### src/hdl/tba_pkg.sv
// ----------------------------------------------------------------------------
// tba_pkg
// Shared widths, register indexes and reset values of the time bin averager.
// ----------------------------------------------------------------------------
package tba_pkg;

    localparam int TIME_W          = 63;
    localparam int BIN_WIDTH_W     = 40;
    localparam int CODE_W          = 16;
    localparam int DIV_W           = 64;
    localparam int CFG_INDEX_W     = 3;
    localparam int CFG_DATA_W      = 64;
    localparam int COUNT_WIDTH_DEF = 16;
    localparam int VALUE_WIDTH_DEF = 32;

    localparam logic [CFG_INDEX_W-1:0] REG_BIN_WIDTH       = 3'd0;
    localparam logic [CFG_INDEX_W-1:0] REG_START_TIME      = 3'd1;
    localparam logic [CFG_INDEX_W-1:0] REG_START_ENABLE    = 3'd2;
    localparam logic [CFG_INDEX_W-1:0] REG_REPEAT_SEVERITY = 3'd3;
    localparam logic [CFG_INDEX_W-1:0] REG_EST_REPEAT_SEV  = 3'd4;
    localparam logic [CFG_INDEX_W-1:0] REG_SEVERITY_MASK   = 3'd5;

    localparam logic [BIN_WIDTH_W-1:0] BIN_WIDTH_RST  = 40'd1000000000;
    localparam logic [CODE_W-1:0]      REPEAT_SEV_RST = 16'd3856;
    localparam logic [CODE_W-1:0]      EST_REP_RST    = 16'd3968;
    localparam logic [CODE_W-1:0]      SEV_MASK_RST   = 16'd4095;

endpackage

### src/hdl/tba_if.sv
// ----------------------------------------------------------------------------
// tba_if
// Sample, result and register write channels of the time bin averager.
// ----------------------------------------------------------------------------
interface tba_sample_if #(parameter int VALUE_WIDTH = tba_pkg::VALUE_WIDTH_DEF);
    logic                              valid;
    logic                              ready;
    logic [tba_pkg::TIME_W-1:0]        timestamp;
    logic signed [VALUE_WIDTH-1:0]     value;
    logic [tba_pkg::CODE_W-1:0]        severity;
    logic [tba_pkg::CODE_W-1:0]        status;
    logic                              numeric_scalar;
    logic                              end_of_stream;

    modport source (output valid, timestamp, value, severity, status, numeric_scalar,
                    end_of_stream, input ready);
    modport sink (input valid, timestamp, value, severity, status, numeric_scalar,
                  end_of_stream, output ready);
endinterface

interface tba_result_if #(parameter int VALUE_WIDTH = tba_pkg::VALUE_WIDTH_DEF);
    logic                              valid;
    logic                              ready;
    logic [tba_pkg::TIME_W-1:0]        out_time;
    logic signed [VALUE_WIDTH-1:0]     out_value;
    logic [tba_pkg::CODE_W-1:0]        out_severity;
    logic [tba_pkg::CODE_W-1:0]        out_status;
    logic                              is_raw;
    logic signed [VALUE_WIDTH-1:0]     bin_minimum;
    logic signed [VALUE_WIDTH-1:0]     bin_maximum;
    logic                              last_of_run;

    modport source (output valid, out_time, out_value, out_severity, out_status, is_raw,
                    bin_minimum, bin_maximum, last_of_run, input ready);
    modport sink (input valid, out_time, out_value, out_severity, out_status, is_raw,
                  bin_minimum, bin_maximum, last_of_run, output ready);
endinterface

interface tba_cfg_if;
    logic                              valid;
    logic                              ready;
    logic [tba_pkg::CFG_INDEX_W-1:0]   index;
    logic [tba_pkg::CFG_DATA_W-1:0]    data;

    modport source (output valid, index, data, input ready);
    modport sink (input valid, index, data, output ready);
endinterface

### src/hdl/tba_divider.sv
// ----------------------------------------------------------------------------
// tba_divider
// Restoring unsigned divider, one quotient bit per cycle.
// ----------------------------------------------------------------------------
module tba_divider (
    input  logic                               clk,
    input  logic                               rst_n,
    input  logic                               start,
    input  logic [tba_pkg::DIV_W-1:0]          dividend,
    input  logic [tba_pkg::BIN_WIDTH_W-1:0]    divisor,
    output logic                               done,
    output logic [tba_pkg::DIV_W-1:0]          quotient,
    output logic [tba_pkg::BIN_WIDTH_W-1:0]    remainder
);
    localparam int N     = tba_pkg::DIV_W;
    localparam int DW    = tba_pkg::BIN_WIDTH_W;
    localparam int CNT_W = $clog2(N + 1);

    logic             busy_reg;
    logic             done_reg;
    logic [CNT_W-1:0] cnt_reg;
    logic [N-1:0]     quo_reg;
    logic [DW-1:0]    rem_reg;
    logic [DW-1:0]    den_reg;
    logic [DW+1:0]    trial;
    logic             fits;

    assign trial = {1'b0, rem_reg, quo_reg[N-1]} - {2'b00, den_reg};
    assign fits  = !trial[DW+1];

    always_ff @(posedge clk or negedge rst_n)
    begin
        if (!rst_n)
        begin
            busy_reg <= 1'b0;
            done_reg <= 1'b0;
            cnt_reg  <= '0;
        end
        else
        begin
            done_reg <= 1'b0;
            if (start)
            begin
                busy_reg <= 1'b1;
                cnt_reg  <= CNT_W'(N);
            end
            else if (busy_reg)
            begin
                cnt_reg <= cnt_reg - CNT_W'(1);
                if (cnt_reg == CNT_W'(1))
                begin
                    busy_reg <= 1'b0;
                    done_reg <= 1'b1;
                end
            end
        end
    end

    always_ff @(posedge clk)
    begin
        if (start)
        begin
            quo_reg <= dividend;
            rem_reg <= '0;
            den_reg <= divisor;
        end
        else if (busy_reg)
        begin
            quo_reg <= {quo_reg[N-2:0], fits};
            rem_reg <= fits ? trial[DW-1:0] : {rem_reg[DW-2:0], quo_reg[N-1]};
        end
    end

    assign done      = done_reg;
    assign quotient  = quo_reg;
    assign remainder = rem_reg;

endmodule

### src/hdl/time_bin_averager_unit.sv
// ----------------------------------------------------------------------------
// time_bin_averager_unit
// Decimates a time-ordered sample stream into fixed-width time bins.
// ----------------------------------------------------------------------------
// Channels: samples (valid/ready) takes one sample per item; results
// (valid/ready) gives zero, one or two result items per sample, the final
// one marked by last_of_run; cfg writes register index/data and is always
// ready. Write cfg only while the block is idle.
// Throughput: one sample at a time; the next sample is taken only once
// the block is back in idle. Each bin realignment and each averaged bin
// runs the shared serial divider, and a realignment then passes through
// the ALN_A, ALN_B and ALN_C states.
// The result register holds one finished item; the next sample is taken
// while it waits. When results stalls, work halts before the next push.
// Reset: registers return to their defaults, no bin is open and the
// block is ready at once.
// ----------------------------------------------------------------------------
module time_bin_averager_unit #(
    parameter int COUNT_WIDTH = tba_pkg::COUNT_WIDTH_DEF,
    parameter int VALUE_WIDTH = tba_pkg::VALUE_WIDTH_DEF
) (
    input  logic         clk,
    input  logic         rst_n,
    tba_sample_if.sink   samples,
    tba_result_if.source results,
    tba_cfg_if.sink      cfg
);
    localparam int TW      = tba_pkg::TIME_W;
    localparam int BW      = tba_pkg::BIN_WIDTH_W;
    localparam int CW      = tba_pkg::CODE_W;
    localparam int NW      = tba_pkg::DIV_W;
    localparam int VW      = VALUE_WIDTH;
    localparam int SUM_MAG = (VW + COUNT_WIDTH - 1 > 62) ? 62 : VW + COUNT_WIDTH - 1;
    localparam int SUM_W   = SUM_MAG + 1;
    localparam int EXT_W   = ((SUM_W > VW) ? SUM_W : VW) + 1;

    localparam logic [3:0] S_IDLE    = 4'd0;
    localparam logic [3:0] S_CHECK   = 4'd1;
    localparam logic [3:0] S_CLOSE   = 4'd2;
    localparam logic [3:0] S_REALIGN = 4'd3;
    localparam logic [3:0] S_DIV     = 4'd4;
    localparam logic [3:0] S_ALN_A   = 4'd5;
    localparam logic [3:0] S_ALN_B   = 4'd6;
    localparam logic [3:0] S_ALN_C   = 4'd7;
    localparam logic [3:0] S_ACCUM   = 4'd8;
    localparam logic [3:0] S_PUSH1   = 4'd9;
    localparam logic [3:0] S_EOS     = 4'd10;
    localparam logic [3:0] S_PUSH2   = 4'd11;

    localparam logic [1:0] K_ALIGN = 2'd0;
    localparam logic [1:0] K_AVG1  = 2'd1;
    localparam logic [1:0] K_AVG2  = 2'd2;

    // configuration
    logic [BW-1:0]  bin_width_reg;
    logic [TW-1:0]  start_time_reg;
    logic           start_enable_reg;
    logic [CW-1:0]  repeat_sev_reg;
    logic [CW-1:0]  est_repeat_sev_reg;
    logic [CW-1:0]  sev_mask_reg;

    // control and bin state
    logic [3:0]              state_reg, state_next;
    logic [1:0]              kind_reg;
    logic                    started_reg;
    logic [NW-1:0]           bin_end_reg;
    logic signed [SUM_W-1:0] sum_reg;
    logic [COUNT_WIDTH-1:0]  count_reg;
    logic signed [VW-1:0]    min_reg, max_reg;
    logic [CW-1:0]           best_sev_reg, best_stat_reg;
    logic                    skip_reg;
    logic                    pending_reg;
    logic                    out_valid_reg;

    // payload
    logic [TW-1:0]        t_reg;
    logic signed [VW-1:0] v_reg;
    logic [CW-1:0]        sev_reg, stat_reg;
    logic                 num_reg, eos_reg;
    logic [TW-1:0]        held_time_reg;
    logic signed [VW-1:0] held_value_reg;
    logic [CW-1:0]        held_sev_reg, held_stat_reg;
    logic                 avg_neg_reg;
    logic [TW-1:0]        res_time_reg;
    logic signed [VW-1:0] res_value_reg, res_min_reg, res_max_reg;
    logic [CW-1:0]        res_sev_reg, res_stat_reg;
    logic                 res_raw_reg;
    logic [TW-1:0]        out_time_reg;
    logic signed [VW-1:0] out_value_reg, out_min_reg, out_max_reg;
    logic [CW-1:0]        out_sev_reg, out_stat_reg;
    logic                 out_raw_reg, out_last_reg;

    // datapath
    logic [BW-1:0]           w_eff, half;
    logic [NW-1:0]           half_x, w_x, center;
    logic                    past_end, before_start;
    logic                    count_zero, count_one, count_many, counted;
    logic                    sum_neg;
    logic [SUM_W-1:0]        sum_mag;
    logic signed [EXT_W-1:0] sum_x, v_x, sum_raw, lim_x;
    logic [SUM_W-1:0]        sum_new;
    logic [NW-1:0]           hi64, lo_mag64, neg_q;
    logic signed [VW-1:0]    avg_val;
    logic                    out_free;
    logic                    push;
    logic                    div_start, div_done;
    logic [NW-1:0]           div_dividend, div_quo;
    logic [BW-1:0]           div_divisor, div_rem;

    assign w_eff        = (bin_width_reg == '0) ? BW'(1) : bin_width_reg;
    assign half         = w_eff >> 1;
    assign half_x       = {{(NW-BW){1'b0}}, half};
    assign w_x          = {{(NW-BW){1'b0}}, w_eff};
    assign center       = bin_end_reg - half_x;
    assign past_end     = {1'b0, t_reg} >= bin_end_reg;
    assign before_start = start_enable_reg && (t_reg < start_time_reg);
    assign count_zero   = count_reg == '0;
    assign count_one    = count_reg == COUNT_WIDTH'(1);
    assign count_many   = !count_zero && !count_one;
    assign counted      = num_reg && (sev_reg != repeat_sev_reg)
                          && (sev_reg != est_repeat_sev_reg) && !(&count_reg);
    assign sum_neg      = sum_reg[SUM_W-1];
    assign sum_mag      = sum_neg ? SUM_W'(-sum_reg) : SUM_W'(sum_reg);

    assign sum_x   = {{(EXT_W-SUM_W){sum_reg[SUM_W-1]}}, sum_reg};
    assign v_x     = {{(EXT_W-VW){v_reg[VW-1]}}, v_reg};
    assign sum_raw = sum_x + v_x;
    assign lim_x   = {{(EXT_W-SUM_MAG){1'b0}}, {SUM_MAG{1'b1}}};

    always_comb
    begin
        if (sum_raw > lim_x)
            sum_new = lim_x[SUM_W-1:0];
        else if (sum_raw < -lim_x)
            sum_new = SUM_W'(-lim_x);
        else
            sum_new = sum_raw[SUM_W-1:0];
    end

    assign hi64     = {{(NW-VW+1){1'b0}}, {(VW-1){1'b1}}};
    assign lo_mag64 = hi64 + NW'(1);
    assign neg_q    = ~div_quo + NW'(1);

    always_comb
    begin
        if (avg_neg_reg)
            avg_val = (div_quo > lo_mag64) ? {1'b1, {(VW-1){1'b0}}} : neg_q[VW-1:0];
        else
            avg_val = (div_quo > hi64) ? hi64[VW-1:0] : div_quo[VW-1:0];
    end

    assign out_free = !out_valid_reg || results.ready;
    assign push     = (state_reg == S_PUSH1 && pending_reg && out_free)
                      || (state_reg == S_PUSH2 && out_free);

    always_comb
    begin
        div_start    = 1'b0;
        div_dividend = {1'b0, t_reg};
        div_divisor  = w_eff;
        case (state_reg)
            S_CHECK:   div_start = !started_reg && !before_start && !start_enable_reg;
            S_REALIGN: div_start = past_end;
            S_CLOSE, S_EOS:
            begin
                div_start    = count_many && (state_reg == S_CLOSE || eos_reg);
                div_dividend = {{(NW-SUM_W){1'b0}}, sum_mag};
                div_divisor  = {{(BW-COUNT_WIDTH){1'b0}}, count_reg};
            end
            default: div_start = 1'b0;
        endcase
    end

    tba_divider u_div (
        .clk       (clk),
        .rst_n     (rst_n),
        .start     (div_start),
        .dividend  (div_dividend),
        .divisor   (div_divisor),
        .done      (div_done),
        .quotient  (div_quo),
        .remainder (div_rem)
    );

    always_comb
    begin
        state_next = state_reg;
        case (state_reg)
            S_IDLE:
                if (samples.valid)
                    state_next = S_CHECK;
            S_CHECK:
                if (!started_reg)
                begin
                    if (before_start)
                        state_next = S_IDLE;
                    else if (start_enable_reg)
                        state_next = S_REALIGN;
                    else
                        state_next = S_DIV;
                end
                else
                    state_next = past_end ? S_CLOSE : S_ACCUM;
            S_CLOSE:   state_next = count_many ? S_DIV : S_REALIGN;
            S_REALIGN: state_next = past_end ? S_DIV : S_ACCUM;
            S_DIV:
                if (div_done)
                begin
                    case (kind_reg)
                        K_ALIGN: state_next = S_ALN_A;
                        K_AVG1:  state_next = S_REALIGN;
                        default: state_next = S_PUSH2;
                    endcase
                end
            S_ALN_A:   state_next = S_ALN_B;
            S_ALN_B:   state_next = S_ALN_C;
            S_ALN_C:   state_next = S_ACCUM;
            S_ACCUM:   state_next = S_PUSH1;
            S_PUSH1:
                if (!pending_reg || out_free)
                    state_next = S_EOS;
            S_EOS:
                if (eos_reg && !count_zero)
                    state_next = count_many ? S_DIV : S_PUSH2;
                else
                    state_next = S_IDLE;
            S_PUSH2:
                if (out_free)
                    state_next = S_IDLE;
            default:   state_next = S_IDLE;
        endcase
    end

    always_ff @(posedge clk or negedge rst_n)
    begin
        if (!rst_n)
        begin
            bin_width_reg      <= tba_pkg::BIN_WIDTH_RST;
            start_time_reg     <= '0;
            start_enable_reg   <= 1'b0;
            repeat_sev_reg     <= tba_pkg::REPEAT_SEV_RST;
            est_repeat_sev_reg <= tba_pkg::EST_REP_RST;
            sev_mask_reg       <= tba_pkg::SEV_MASK_RST;
            state_reg          <= S_IDLE;
            kind_reg           <= K_ALIGN;
            started_reg        <= 1'b0;
            bin_end_reg        <= '0;
            sum_reg            <= '0;
            count_reg          <= '0;
            min_reg            <= '0;
            max_reg            <= '0;
            best_sev_reg       <= '0;
            best_stat_reg      <= '0;
            skip_reg           <= 1'b0;
            pending_reg        <= 1'b0;
            out_valid_reg      <= 1'b0;
        end
        else
        begin
            if (cfg.valid)
            begin
                case (cfg.index)
                    tba_pkg::REG_BIN_WIDTH:       bin_width_reg      <= cfg.data[BW-1:0];
                    tba_pkg::REG_START_TIME:      start_time_reg     <= cfg.data[TW-1:0];
                    tba_pkg::REG_START_ENABLE:    start_enable_reg   <= cfg.data[0];
                    tba_pkg::REG_REPEAT_SEVERITY: repeat_sev_reg     <= cfg.data[CW-1:0];
                    tba_pkg::REG_EST_REPEAT_SEV:  est_repeat_sev_reg <= cfg.data[CW-1:0];
                    tba_pkg::REG_SEVERITY_MASK:   sev_mask_reg       <= cfg.data[CW-1:0];
                    default: ;
                endcase
            end

            state_reg <= state_next;

            if (push)
                out_valid_reg <= 1'b1;
            else if (results.ready)
                out_valid_reg <= 1'b0;

            case (state_reg)
                S_CHECK:
                    if (!started_reg)
                    begin
                        if (!before_start)
                        begin
                            started_reg   <= 1'b1;
                            sum_reg       <= '0;
                            count_reg     <= '0;
                            best_sev_reg  <= '0;
                            best_stat_reg <= '0;
                            skip_reg      <= 1'b0;
                            kind_reg      <= K_ALIGN;
                            if (start_enable_reg)
                                bin_end_reg <= {1'b0, start_time_reg} + half_x;
                        end
                    end
                S_CLOSE:
                begin
                    if (!count_zero)
                    begin
                        pending_reg <= 1'b1;
                        bin_end_reg <= bin_end_reg + w_x;
                    end
                    kind_reg      <= K_AVG1;
                    sum_reg       <= '0;
                    count_reg     <= '0;
                    best_sev_reg  <= '0;
                    best_stat_reg <= '0;
                    skip_reg      <= 1'b0;
                end
                S_REALIGN:
                    kind_reg <= K_ALIGN;
                S_ALN_A:
                    bin_end_reg <= {1'b0, t_reg} - {{(NW-BW){1'b0}}, div_rem};
                S_ALN_B:
                    if (div_rem != '0)
                        bin_end_reg <= bin_end_reg + w_x;
                S_ALN_C:
                    bin_end_reg <= bin_end_reg + half_x;
                S_ACCUM:
                    if (!skip_reg)
                    begin
                        if (!num_reg)
                        begin
                            count_reg <= COUNT_WIDTH'(1);
                            skip_reg  <= 1'b1;
                        end
                        else if (counted)
                        begin
                            sum_reg   <= sum_new;
                            count_reg <= count_reg + COUNT_WIDTH'(1);
                            if ((sev_reg & sev_mask_reg) > best_sev_reg)
                            begin
                                best_sev_reg  <= sev_reg;
                                best_stat_reg <= stat_reg;
                            end
                            if (count_zero || v_reg < min_reg)
                                min_reg <= v_reg;
                            if (count_zero || v_reg > max_reg)
                                max_reg <= v_reg;
                        end
                    end
                S_PUSH1:
                    if (pending_reg && out_free)
                        pending_reg <= 1'b0;
                S_EOS:
                    if (eos_reg)
                    begin
                        started_reg   <= 1'b0;
                        kind_reg      <= K_AVG2;
                        sum_reg       <= '0;
                        count_reg     <= '0;
                        best_sev_reg  <= '0;
                        best_stat_reg <= '0;
                        skip_reg      <= 1'b0;
                    end
                default: ;
            endcase
        end
    end

    always_ff @(posedge clk)
    begin
        case (state_reg)
            S_IDLE:
            begin
                t_reg    <= samples.timestamp;
                v_reg    <= samples.value;
                sev_reg  <= samples.severity;
                stat_reg <= samples.status;
                num_reg  <= samples.numeric_scalar;
                eos_reg  <= samples.end_of_stream;
            end
            S_CLOSE, S_EOS:
            begin
                avg_neg_reg   <= sum_neg;
                res_time_reg  <= count_one ? held_time_reg : center[TW-1:0];
                res_value_reg <= held_value_reg;
                res_sev_reg   <= count_one ? held_sev_reg : best_sev_reg;
                res_stat_reg  <= count_one ? held_stat_reg : best_stat_reg;
                res_raw_reg   <= count_one;
                res_min_reg   <= count_one ? '0 : min_reg;
                res_max_reg   <= count_one ? '0 : max_reg;
            end
            S_DIV:
                if (div_done && kind_reg != K_ALIGN)
                    res_value_reg <= avg_val;
            S_ACCUM:
                if (!skip_reg)
                begin
                    held_time_reg  <= t_reg;
                    held_value_reg <= v_reg;
                    held_sev_reg   <= sev_reg;
                    held_stat_reg  <= stat_reg;
                end
            default: ;
        endcase

        if (push)
        begin
            out_time_reg  <= res_time_reg;
            out_value_reg <= res_value_reg;
            out_sev_reg   <= res_sev_reg;
            out_stat_reg  <= res_stat_reg;
            out_raw_reg   <= res_raw_reg;
            out_min_reg   <= res_min_reg;
            out_max_reg   <= res_max_reg;
            out_last_reg  <= (state_reg == S_PUSH2) || !(eos_reg && !count_zero);
        end
    end

    assign samples.ready        = state_reg == S_IDLE;
    assign cfg.ready            = 1'b1;
    assign results.valid        = out_valid_reg;
    assign results.out_time     = out_time_reg;
    assign results.out_value    = out_value_reg;
    assign results.out_severity = out_sev_reg;
    assign results.out_status   = out_stat_reg;
    assign results.is_raw       = out_raw_reg;
    assign results.bin_minimum  = out_min_reg;
    assign results.bin_maximum  = out_max_reg;
    assign results.last_of_run  = out_last_reg;

endmodule

### src/flat_wrapper.sv
// flat-port wrapper written by rule: the top's interface ports become plain ports
module time_bin_averager_unit_flat 
#(
    parameter int COUNT_WIDTH = tba_pkg::COUNT_WIDTH_DEF,
    parameter int VALUE_WIDTH = tba_pkg::VALUE_WIDTH_DEF
)
  (clk, rst_n, samples_valid, samples_timestamp, samples_value, samples_severity, samples_status, samples_numeric_scalar, samples_end_of_stream, samples_ready, results_valid, results_out_time, results_out_value, results_out_severity, results_out_status, results_is_raw, results_bin_minimum, results_bin_maximum, results_last_of_run, results_ready, cfg_valid, cfg_index, cfg_data, cfg_ready);
  tba_sample_if #(.VALUE_WIDTH(VALUE_WIDTH)) samples_i ();
  tba_result_if #(.VALUE_WIDTH(VALUE_WIDTH)) results_i ();
  tba_cfg_if cfg_i ();
  input  logic clk;
  input  logic rst_n;
  input wire logic [$bits(samples_i.valid)-1:0] samples_valid;
  input wire logic [$bits(samples_i.timestamp)-1:0] samples_timestamp;
  input wire logic [$bits(samples_i.value)-1:0] samples_value;
  input wire logic [$bits(samples_i.severity)-1:0] samples_severity;
  input wire logic [$bits(samples_i.status)-1:0] samples_status;
  input wire logic [$bits(samples_i.numeric_scalar)-1:0] samples_numeric_scalar;
  input wire logic [$bits(samples_i.end_of_stream)-1:0] samples_end_of_stream;
  output wire logic [$bits(samples_i.ready)-1:0] samples_ready;
  output wire logic [$bits(results_i.valid)-1:0] results_valid;
  output wire logic [$bits(results_i.out_time)-1:0] results_out_time;
  output wire logic [$bits(results_i.out_value)-1:0] results_out_value;
  output wire logic [$bits(results_i.out_severity)-1:0] results_out_severity;
  output wire logic [$bits(results_i.out_status)-1:0] results_out_status;
  output wire logic [$bits(results_i.is_raw)-1:0] results_is_raw;
  output wire logic [$bits(results_i.bin_minimum)-1:0] results_bin_minimum;
  output wire logic [$bits(results_i.bin_maximum)-1:0] results_bin_maximum;
  output wire logic [$bits(results_i.last_of_run)-1:0] results_last_of_run;
  input wire logic [$bits(results_i.ready)-1:0] results_ready;
  input wire logic [$bits(cfg_i.valid)-1:0] cfg_valid;
  input wire logic [$bits(cfg_i.index)-1:0] cfg_index;
  input wire logic [$bits(cfg_i.data)-1:0] cfg_data;
  output wire logic [$bits(cfg_i.ready)-1:0] cfg_ready;
  assign samples_i.valid = samples_valid;
  assign samples_i.timestamp = samples_timestamp;
  assign samples_i.value = samples_value;
  assign samples_i.severity = samples_severity;
  assign samples_i.status = samples_status;
  assign samples_i.numeric_scalar = samples_numeric_scalar;
  assign samples_i.end_of_stream = samples_end_of_stream;
  assign samples_ready = samples_i.ready;
  assign results_valid = results_i.valid;
  assign results_out_time = results_i.out_time;
  assign results_out_value = results_i.out_value;
  assign results_out_severity = results_i.out_severity;
  assign results_out_status = results_i.out_status;
  assign results_is_raw = results_i.is_raw;
  assign results_bin_minimum = results_i.bin_minimum;
  assign results_bin_maximum = results_i.bin_maximum;
  assign results_last_of_run = results_i.last_of_run;
  assign results_i.ready = results_ready;
  assign cfg_i.valid = cfg_valid;
  assign cfg_i.index = cfg_index;
  assign cfg_i.data = cfg_data;
  assign cfg_ready = cfg_i.ready;
  time_bin_averager_unit #(.COUNT_WIDTH(COUNT_WIDTH), .VALUE_WIDTH(VALUE_WIDTH)) u_core (.clk(clk), .rst_n(rst_n), .samples(samples_i), .results(results_i), .cfg(cfg_i));
endmodule
### config.mk
export PLATFORM = sky130hd
export DESIGN_NAME = time_bin_averager_unit_flat
export DESIGN_NICKNAME = d
export VERILOG_FILES = /design/src/hdl/tba_pkg.sv /design/src/hdl/tba_if.sv /design/src/hdl/tba_divider.sv /design/src/hdl/time_bin_averager_unit.sv /design/src/flat_wrapper.sv
export SDC_FILE = /design/constraint.sdc
export NUM_CORES = 2
export LEC_CHECK = 0
export ABC_AREA = 1
export BUFFER_PORTS_ARGS = -buffer_cell sky130_fd_sc_hd__buf_2
export CORE_MARGIN = 10
export CORE_UTILIZATION = 55
export CTS_CLUSTER_DIAMETER = 80
export DETAILED_ROUTE_END_ITERATION = 10
export PLACE_DENSITY = 0.81
export SLEW_MARGIN = 10
export SYNTH_ARGS = -nofsm -noshare
export SYNTH_HDL_FRONTEND = slang
export SYNTH_SLANG_ARGS = --single-unit
### constraint.sdc
create_clock -name clk -period 11.1 [get_ports clk]
set_clock_uncertainty 0.15 [all_clocks]
set_input_delay 2.22 -clock clk [delete_from_list [all_inputs] [get_ports clk]]
set_output_delay 2.22 -clock clk [all_outputs]
set_load 0.01 [all_outputs]
==> out/results.txt <==
HPWL Detailed - 231.1 mm
final hold viol count - 0
WP data required - 11.36 ns
Antenna Nets Post-Route - 0
Die ar. - 147,400 um^2
Max H-tree Level - 4
Final Max Tran Viols - 55
Top Layer Used - met5
fin crit share - 0.5998
Num CTS Buffers - 132
I/O pin count - 397
Cells after Synth - 9,152
Clock transition at path regs - 0.07 ns
number of global-route vias before repair - 64.52k
Setup crit start kind - flop
Post-Layout Cell Count - 11.38k
Power Dens Cells - 319.9 nW/um^2
Synth Cell Area - 72,860 um^2
RSZ-0062 raised after global routing - false
first-pass GRT wire length - 425.4 mm
number of vias per cell - 6.084
DP Cell Count - 11.13k
grt ovf - 0
initial antenna violation count - 14
setup total negative slack - 0 ns
most frequent cell after synthesis - nand2_1
Routed met3 length - 42.99 mm
hold_buf cts - 0
Ys Warns - 0
Synth top area share - 0.3075
Die Height - 384.0 um
sequential area share after synthesis - 0.4547
first-iteration detailed-routing DRC count - 10.14k
Top FF cell, synth - edfxtp_1
total number of vias - 69.21k
hold crit path type - reg2reg
synth cell count leaders - 2,279 x nand2_1, 1,229 x inv_1, 879 x nor2_1, 746 x edfxtp_1, 621 x o21ai_0
Slew @ Worst Pin - 1.577 ns
layout cell share with drive strength beyond 1 - 0.09599
failing checks - slew limit
Slew headroom - -0.05166
Maximum Capacitance Violations - 0
nets - 10.17k
syn avg cell area - 7.961 um^2
final setup vio count - 0
Max clock buf depth - 3
minimum hold slack - 0.2568 ns
status - complete, but fails checks
Final min period - 6.658 ns
Skew-Pair Late Insertion Delay - 0.80 ns
# port buffers - 394
Root Driver - clkbuf_16
top cells by area, synth - edfxtp_1 31%, dfrtp_1 12%, nand2_1 12%
clk sinks - 1,181
P_leak - 37.54 nW
Core Region - 131,500 um^2
worst path arrival time - 6.91 ns
Setup Fix Bufs, Post-CTS - 0
Netlist cell types - 73
DR WL met2 - 119.3 mm
post-CTS sizing - 0
async set-reset flop share out of synthesis - 0.3345
Fmax achieved - 0.1502 GHz
Chip Width - 384.0 um
Max FO, Critical Path - 75
Avg WL per Cell - 26.09 um
RD Place Congestion - 1.088
DRC - 0
Post-Route WL - 296.8 mm
TritonRoute pass-1 iters - 6
overall routing resource usage - 0.3903
row cnt - 133
worst vdd ir - 252.1 uV
kind of critical path - reg2reg
Initial Util - 0.5542
crit path capture type - flop
syn_nets - 9,816
area delta synth->final - 11.31%
Synth area leader - edfxtp_1
pin count of the biggest net entering global routing - 171
CTS tree - built
EDFF count, synth - 746
Synth Register Bits - 1,181
routed length on met1 - 121.4 mm
-- layout make-up --
type | instances | area (um^2)
Inverter | 1248 | 4691
Clock buffer | 169 | 3566
Fill cell | 11470 | 50360
Clock inverter | 77 | 790.8
Tap cell | 1755 | 2196
Multi-Input combinational cell | 6457 | 34020
Antenna cell | 5 | 12.51
Sequential cell | 1181 | 33130
Timing Repair Buffer | 484 | 2695
-- power breakdown --
group	internal [mW]	switching [mW]
registers	6.36	1.75
logic	3.97	9.41
clock network	2.51	1.95
total	12.8	13.1
-- cells in the final DEF, fill, tap and decap left out, types with 12 or more instances in the layout --
| master | synthesis | routed |
|---|---|---|
| buf_4 | 3 | 87 |
| inv_6 | 0 | 13 |
| a211oi_1 | 13 | 13 |
| buf_2 | 59 | 393 |
| nand3_1 | 531 | 530 |
| o21ai_1 | 59 | 59 |
| ha_1 | 457 | 457 |
| nor4_1 | 58 | 57 |
| dfrtp_1 | 360 | 360 |
| o21ai_0 | 621 | 620 |
| clkinv_1 | 6 | 22 |
| nand4_1 | 114 | 114 |
| o21a_1 | 23 | 23 |
| nand2_2 | 32 | 35 |
| or2_2 | 86 | 86 |
| a31oi_1 | 134 | 134 |
| a21oi_1 | 612 | 612 |
| nor2_1 | 879 | 871 |
| o211ai_1 | 42 | 42 |
| nor2_2 | 20 | 21 |
| clkbuf_16 | 0 | 135 |
| nand2_1 | 2279 | 2273 |
| inv_2 | 13 | 12 |
| edfxtp_1 | 746 | 746 |
| a21o_1 | 57 | 57 |
| o22ai_1 | 35 | 35 |
| inv_1 | 1229 | 1228 |
| clkbuf_1 | 182 | 28 |
| dfxtp_1 | 40 | 40 |
| clkinv_2 | 0 | 24 |
| nand3b_1 | 27 | 27 |
| xnor2_1 | 53 | 53 |
| o21bai_1 | 21 | 21 |
| dfstp_2 | 35 | 35 |
| nor3_1 | 98 | 97 |
| xor2_1 | 101 | 101 |
-- path summary, 6_finish.rpt --
check                                                 to  slack [ns]  depth (start not counted)              startpoint
max in group asynchronous       u_core.start_time_reg[9]        7.51                          3                   rst_n
min in group asynchronous         u_core.bin_end_reg[57]        1.27                          1                   rst_n
hold reg to reg            u_core.results.bin_maximum[3]        0.26                          0   u_core.res_max_reg[3]
hold / removal             u_core.results.bin_maximum[3]        0.26                          0   u_core.res_max_reg[3]
setup / recovery               u_core.u_div.quotient[47]        4.44                         12  u_core.bin_end_reg[55]
setup reg to reg               u_core.u_div.quotient[47]        4.44                         12  u_core.bin_end_reg[55]
-- through the flow --
step                      setup WS (ns)  power [mW]  instance area, um^2  utilization
after floorplan                   2.623       15.98                72860            -
after global placement            4.796       20.48                76730       0.5836
after detailed placement          4.688       20.79                76730       0.5836
after CTS                         4.646       25.31                81080       0.6168
after global routing              4.341       27.32                81090       0.6168
final                             4.442       25.94                81100       0.6169
-- critical path: stages (launching register included) --
cell,delay [ns]
dfrtp_1,0.56
clkinv_1,0.53
ha_1,0.52
nand4_1,0.18
nor4b_2,0.40
and3_1,0.48
nand4_1,0.13
nand4_1,0.23
nand2_1,0.13
nand2_4,0.54
inv_1,0.78
nand2_4,0.80
buf_4,0.71
-- kinds of logic (layout without fill, tap and decap cells) --
logic type      after synthesis  count (layout)  synth area share
compound gates             1667            1667            0.1254
xor+xnor                    155             155           0.01874
fa+ha+maj                   463             463           0.08013
buf+inv                    1514            1978           0.07999
flops                      1181            1181            0.4547
other cells                   1               6        0.00005147
simple gates               4171            4171            0.2410
-- per-layer routing --
metal | track usage | vias up
li1 | - | 31240
met1 | 0.5632 | 32780
met2 | 0.5411 | 4516
met3 | 0.1208 | 659
met4 | 0.1546 | 10
met5 | 0 | -
Power figures use the tool's default switching activity.
